==> config.mk <==
export PLATFORM = sky130hd
export DESIGN_NAME = alad_ram
export DESIGN_NICKNAME = d
export VERILOG_FILES = /design/src/hw/rtl/alad_ram.sv
export SDC_FILE = /design/constraint.sdc
export NUM_CORES = 1
export LEC_CHECK = 0
export ABC_AREA = 1
export BUFFER_PORTS_ARGS = -buffer_cell sky130_fd_sc_hd__buf_2
export CAP_MARGIN = 20
export CORE_ASPECT_RATIO = 1.2
export CORE_MARGIN = 5
export CORE_UTILIZATION = 50
export DETAILED_ROUTE_END_ITERATION = 7
export GPL_TIMING_DRIVEN = 1
export HOLD_SLACK_MARGIN = 0.08
export PLACE_DENSITY_LB_ADDON = 0.05
export SYNTH_ARGS = -nofsm -noshare
export SYNTH_HDL_FRONTEND = slang
export SYNTH_SLANG_ARGS = --single-unit
==> constraint.sdc <==
create_clock -name aclk -period 2.8 [get_ports aclk]
set_clock_uncertainty 0.1 [all_clocks]
set_input_delay 0.28 -clock aclk [delete_from_list [all_inputs] [get_ports aclk]]
set_output_delay 0.28 -clock aclk [all_outputs]
set_load 0.01 [all_outputs]
==> src/hw/rtl/alad_ram.sv <==
// Generic single-port-write, single-port-read RAM with a registered read.
// Depends on nothing.
`default_nettype none

module alad_ram #(
    parameter int WIDTH = 8,
    parameter int DEPTH = 16
) (
    input  wire logic                     aclk,
    input  wire logic                     we,
    input  wire logic [$clog2(DEPTH)-1:0] waddr,
    input  wire logic [WIDTH-1:0]         wdata,
    input  wire logic                     re,
    input  wire logic [$clog2(DEPTH)-1:0] raddr,
    output logic      [WIDTH-1:0]         rdata
);

    logic [WIDTH-1:0] mem [DEPTH];

    always_ff @(posedge aclk) begin
        if (we) begin
            mem[waddr] <= wdata;
        end
        if (re) begin
            rdata <= mem[raddr];
        end
    end

endmodule

`default_nettype wire

==> key figures <==
Clock network
  – CTS tree: yes
  – Latest clock arrival within the worst-skew pair: 0.41 ns
  – Setup Buffers After CTS: 0
  – H-tree depth: 4
  – Clock Path Buffers: 2
  – PostCTS Resize Cnt: 0
  – Clock sinks: 136
  – CTS buffer count: 17
  – Hold buffers post-CTS: 0
  – Root buffer cell: clkbuf_16
  – Clk pin slew, worst setup/hold paths: 0.05 ns

Global route
  – GRT Total Usage: 20.4%
  – First-pass GRT wire length: 20.5 mm
  – Largest net degree at the start of global routing: 65
  – GR Overflow Total: 0
  – Initial antenna violation count: 0
  – Vias in the first global route: 3625

Drt
  – Via Count: 3730
  – Met2 WL post-DR: 6.56 mm
  – Highest Signal Layer: met4
  – Routed met3 length: 646 µm
  – Avg WL per Cell: 17.9 µm
  – Pre-antenna DRT Iters: 5
  – Iteration-0 DRC Markers: 316
  – WL met1: 5.81 mm
  – Vias per cell: 5.03
  – Post-route DRC: 0
  – ANT nets after route: 0
  – Total Wirelength: 13.3 mm

Place
  – Place WS: 0.669 ns
  – Gpl congestion: 0.927
  – Port Buffers: 26
  – Placed cell area: 6030 µm²
  – Placed Instances: 712
  – Final HPWL DP: 8.41 mm

Power
  – Leakage: 2.79 nW
  – Overall Power: 4.55 mW
  – Pwr/cell area: 694 nW/µm²
  – Max VDD drop: 0.432 mV

STA
  – Final setup margin: 1.08 ns
  – Final Cycle Share: 61.6%
  – RSZ-0062 raised after global routing: false
  – Maximum clock rate: 580 MHz
  – Worst slew pin tran: 0.935 ns
  – Final min period: 1.72 ns
  – Total Neg Setup Slack: 0 ns
  – Setup violators final: 0
  – Slew Viols, Final: 0
  – Hold Vio Cnt, Final: 0
  – Relative slew slack: 37.4%

Worst setup path
  – CP Max Fanout: 33
  – Critical path class: primary input to flip-flop
  – Startpoint types: primary input
  – RR Endpoint: rdata[5]
  – R2R Setup Slk: 1.52 ns
  – Worst r2r path cells: 6
  – RR Startpoint: mem[9][5]
  – Worst setup EP type: flip-flop
  – Worst Path Arrival: 1.78 ns
  – CP Data Required Time: 2.86 ns

Synthesis
  – Count leader, synth: nand2_1
  – Synth area leaders: edfxtp_1 (70%), nand2_1 (11%), nand3_1 (8.3%)
  – Number of flops mapped to enable cells by yosys: 136
  – Synth area leader: edfxtp_1
  – Synthesized Nets: 570
  – Syn Inst Count: 551
  – #FFs+latches synth: 136
  – Syn avg cell area: 10.6 µm²
  – Mapped cell area: 5850 µm²
  – Synth top cells by count: nand2_1 (173), edfxtp_1 (136), inv_1 (100)
  – Ys Warns: 0
  – Seq/Total Area, Yosys: 69.8%
  – Count of cell types in the netlist: 11
  – Synth top area share: 69.8%
  – Async set or reset register ratio after synthesis: 0%
  – Ys flop type: edfxtp_1

Outcome
  – Status: finished clean

Die
  – DIE WIDTH: 109 µm
  – Initial Util: 50.8%
  – Die Y: 128 µm
  – Core area: 11500 µm²
  – Die ar.: 14000 µm²
  – I/O pins: 27
  – Rows: 43

Min path
  – WHS Endpoint: rdata[2]
  – WHS Path Cells: 1
  – Hold Startpoint: re
  – Worst hold path type: primary input to flip-flop

Final layout
  – Synth-to-Final Area Change: 12.1%
  – Share of cells above drive strength 1: 9.57%
  – Diode count: 0
  – Final std cells w/o fill: 742
  – Final #Nets: 593
  – Post-route cell area: 6550 µm²

Job
  – Max-cap violations: 0
==> area by class of cell <==
cell class	count	area, µm²
sequential	136	4080
fill	1036	4960
inverter	102	383
timing repair buffer	28	158
clock inverter	11	85.1
tap	157	196
multi-input combinational	289	1210
clock buffer	19	433
==> layer usage <==
| metal | up-vias | track usage, % |
|---|---|---|
| li1 | 1823 | - |
| met2 | 109 | 33.6 |
| met5 | - | 0 |
| met4 | 0 | 6.69 |
| met3 | 22 | 4.42 |
| met1 | 1776 | 27.1 |
==> worst max-delay path by stage <==
stage,cells past startpoint,to,startpoint
after floorplan,2,mem[10][0],waddr[2]
after global placement,6,rdata[5],raddr[1]
after detailed placement,6,rdata[5],raddr[1]
after CTS,6,rdata[5],raddr[1]
after global routing,6,rdata[4],raddr[1]
final,6,rdata[2],raddr[1]
==> cell usage in the layout, fill, tap and decap left out, drive strengths merged <==
master      n
clkinvlp    3
inv       102
buf        28
nand3b      2
clkbuf     19
bufinv      1
clkinv      7
nand2     173
edfxtp    136
nor2       17
nand3      97
==> stage by stage <==
stage               hold WS, ns  utilization [%]
floorplan                 0.279                -
global placement          0.553             52.4
detailed placement        0.553             52.4
CTS                       0.124             56.9
global route              0.125             56.9
finish                    0.138             56.9
==> state kept, by name, indices dropped and copies added (netlist names) <==
register and flops:
rdata 8, mem 128
==> critical path: stages <==
cell and delay [ns]:
buf_2 0.52, inv_2 0.43, nand3_1 0.19, nand3_1 0.10, nand3_1 0.15, nand2_1 0.08
==> power breakdown <==
group	total (mW)	switching [mW]	internal [mW]
sequential	2.31	0.0131	2.30
combinational	0.270	0.198	0.0717
clock	1.97	0.775	1.19
==> cells by family (layout without fill, tap and decap cells) <==
group	after synthesis	in the layout	share of synthesized area (%)
AND/OR/NAND/NOR	289	289	20.8
buffers and inverters	126	160	9.39
flip-flops	136	136	69.8
Note: power is estimated with default switching activity, not from simulation.
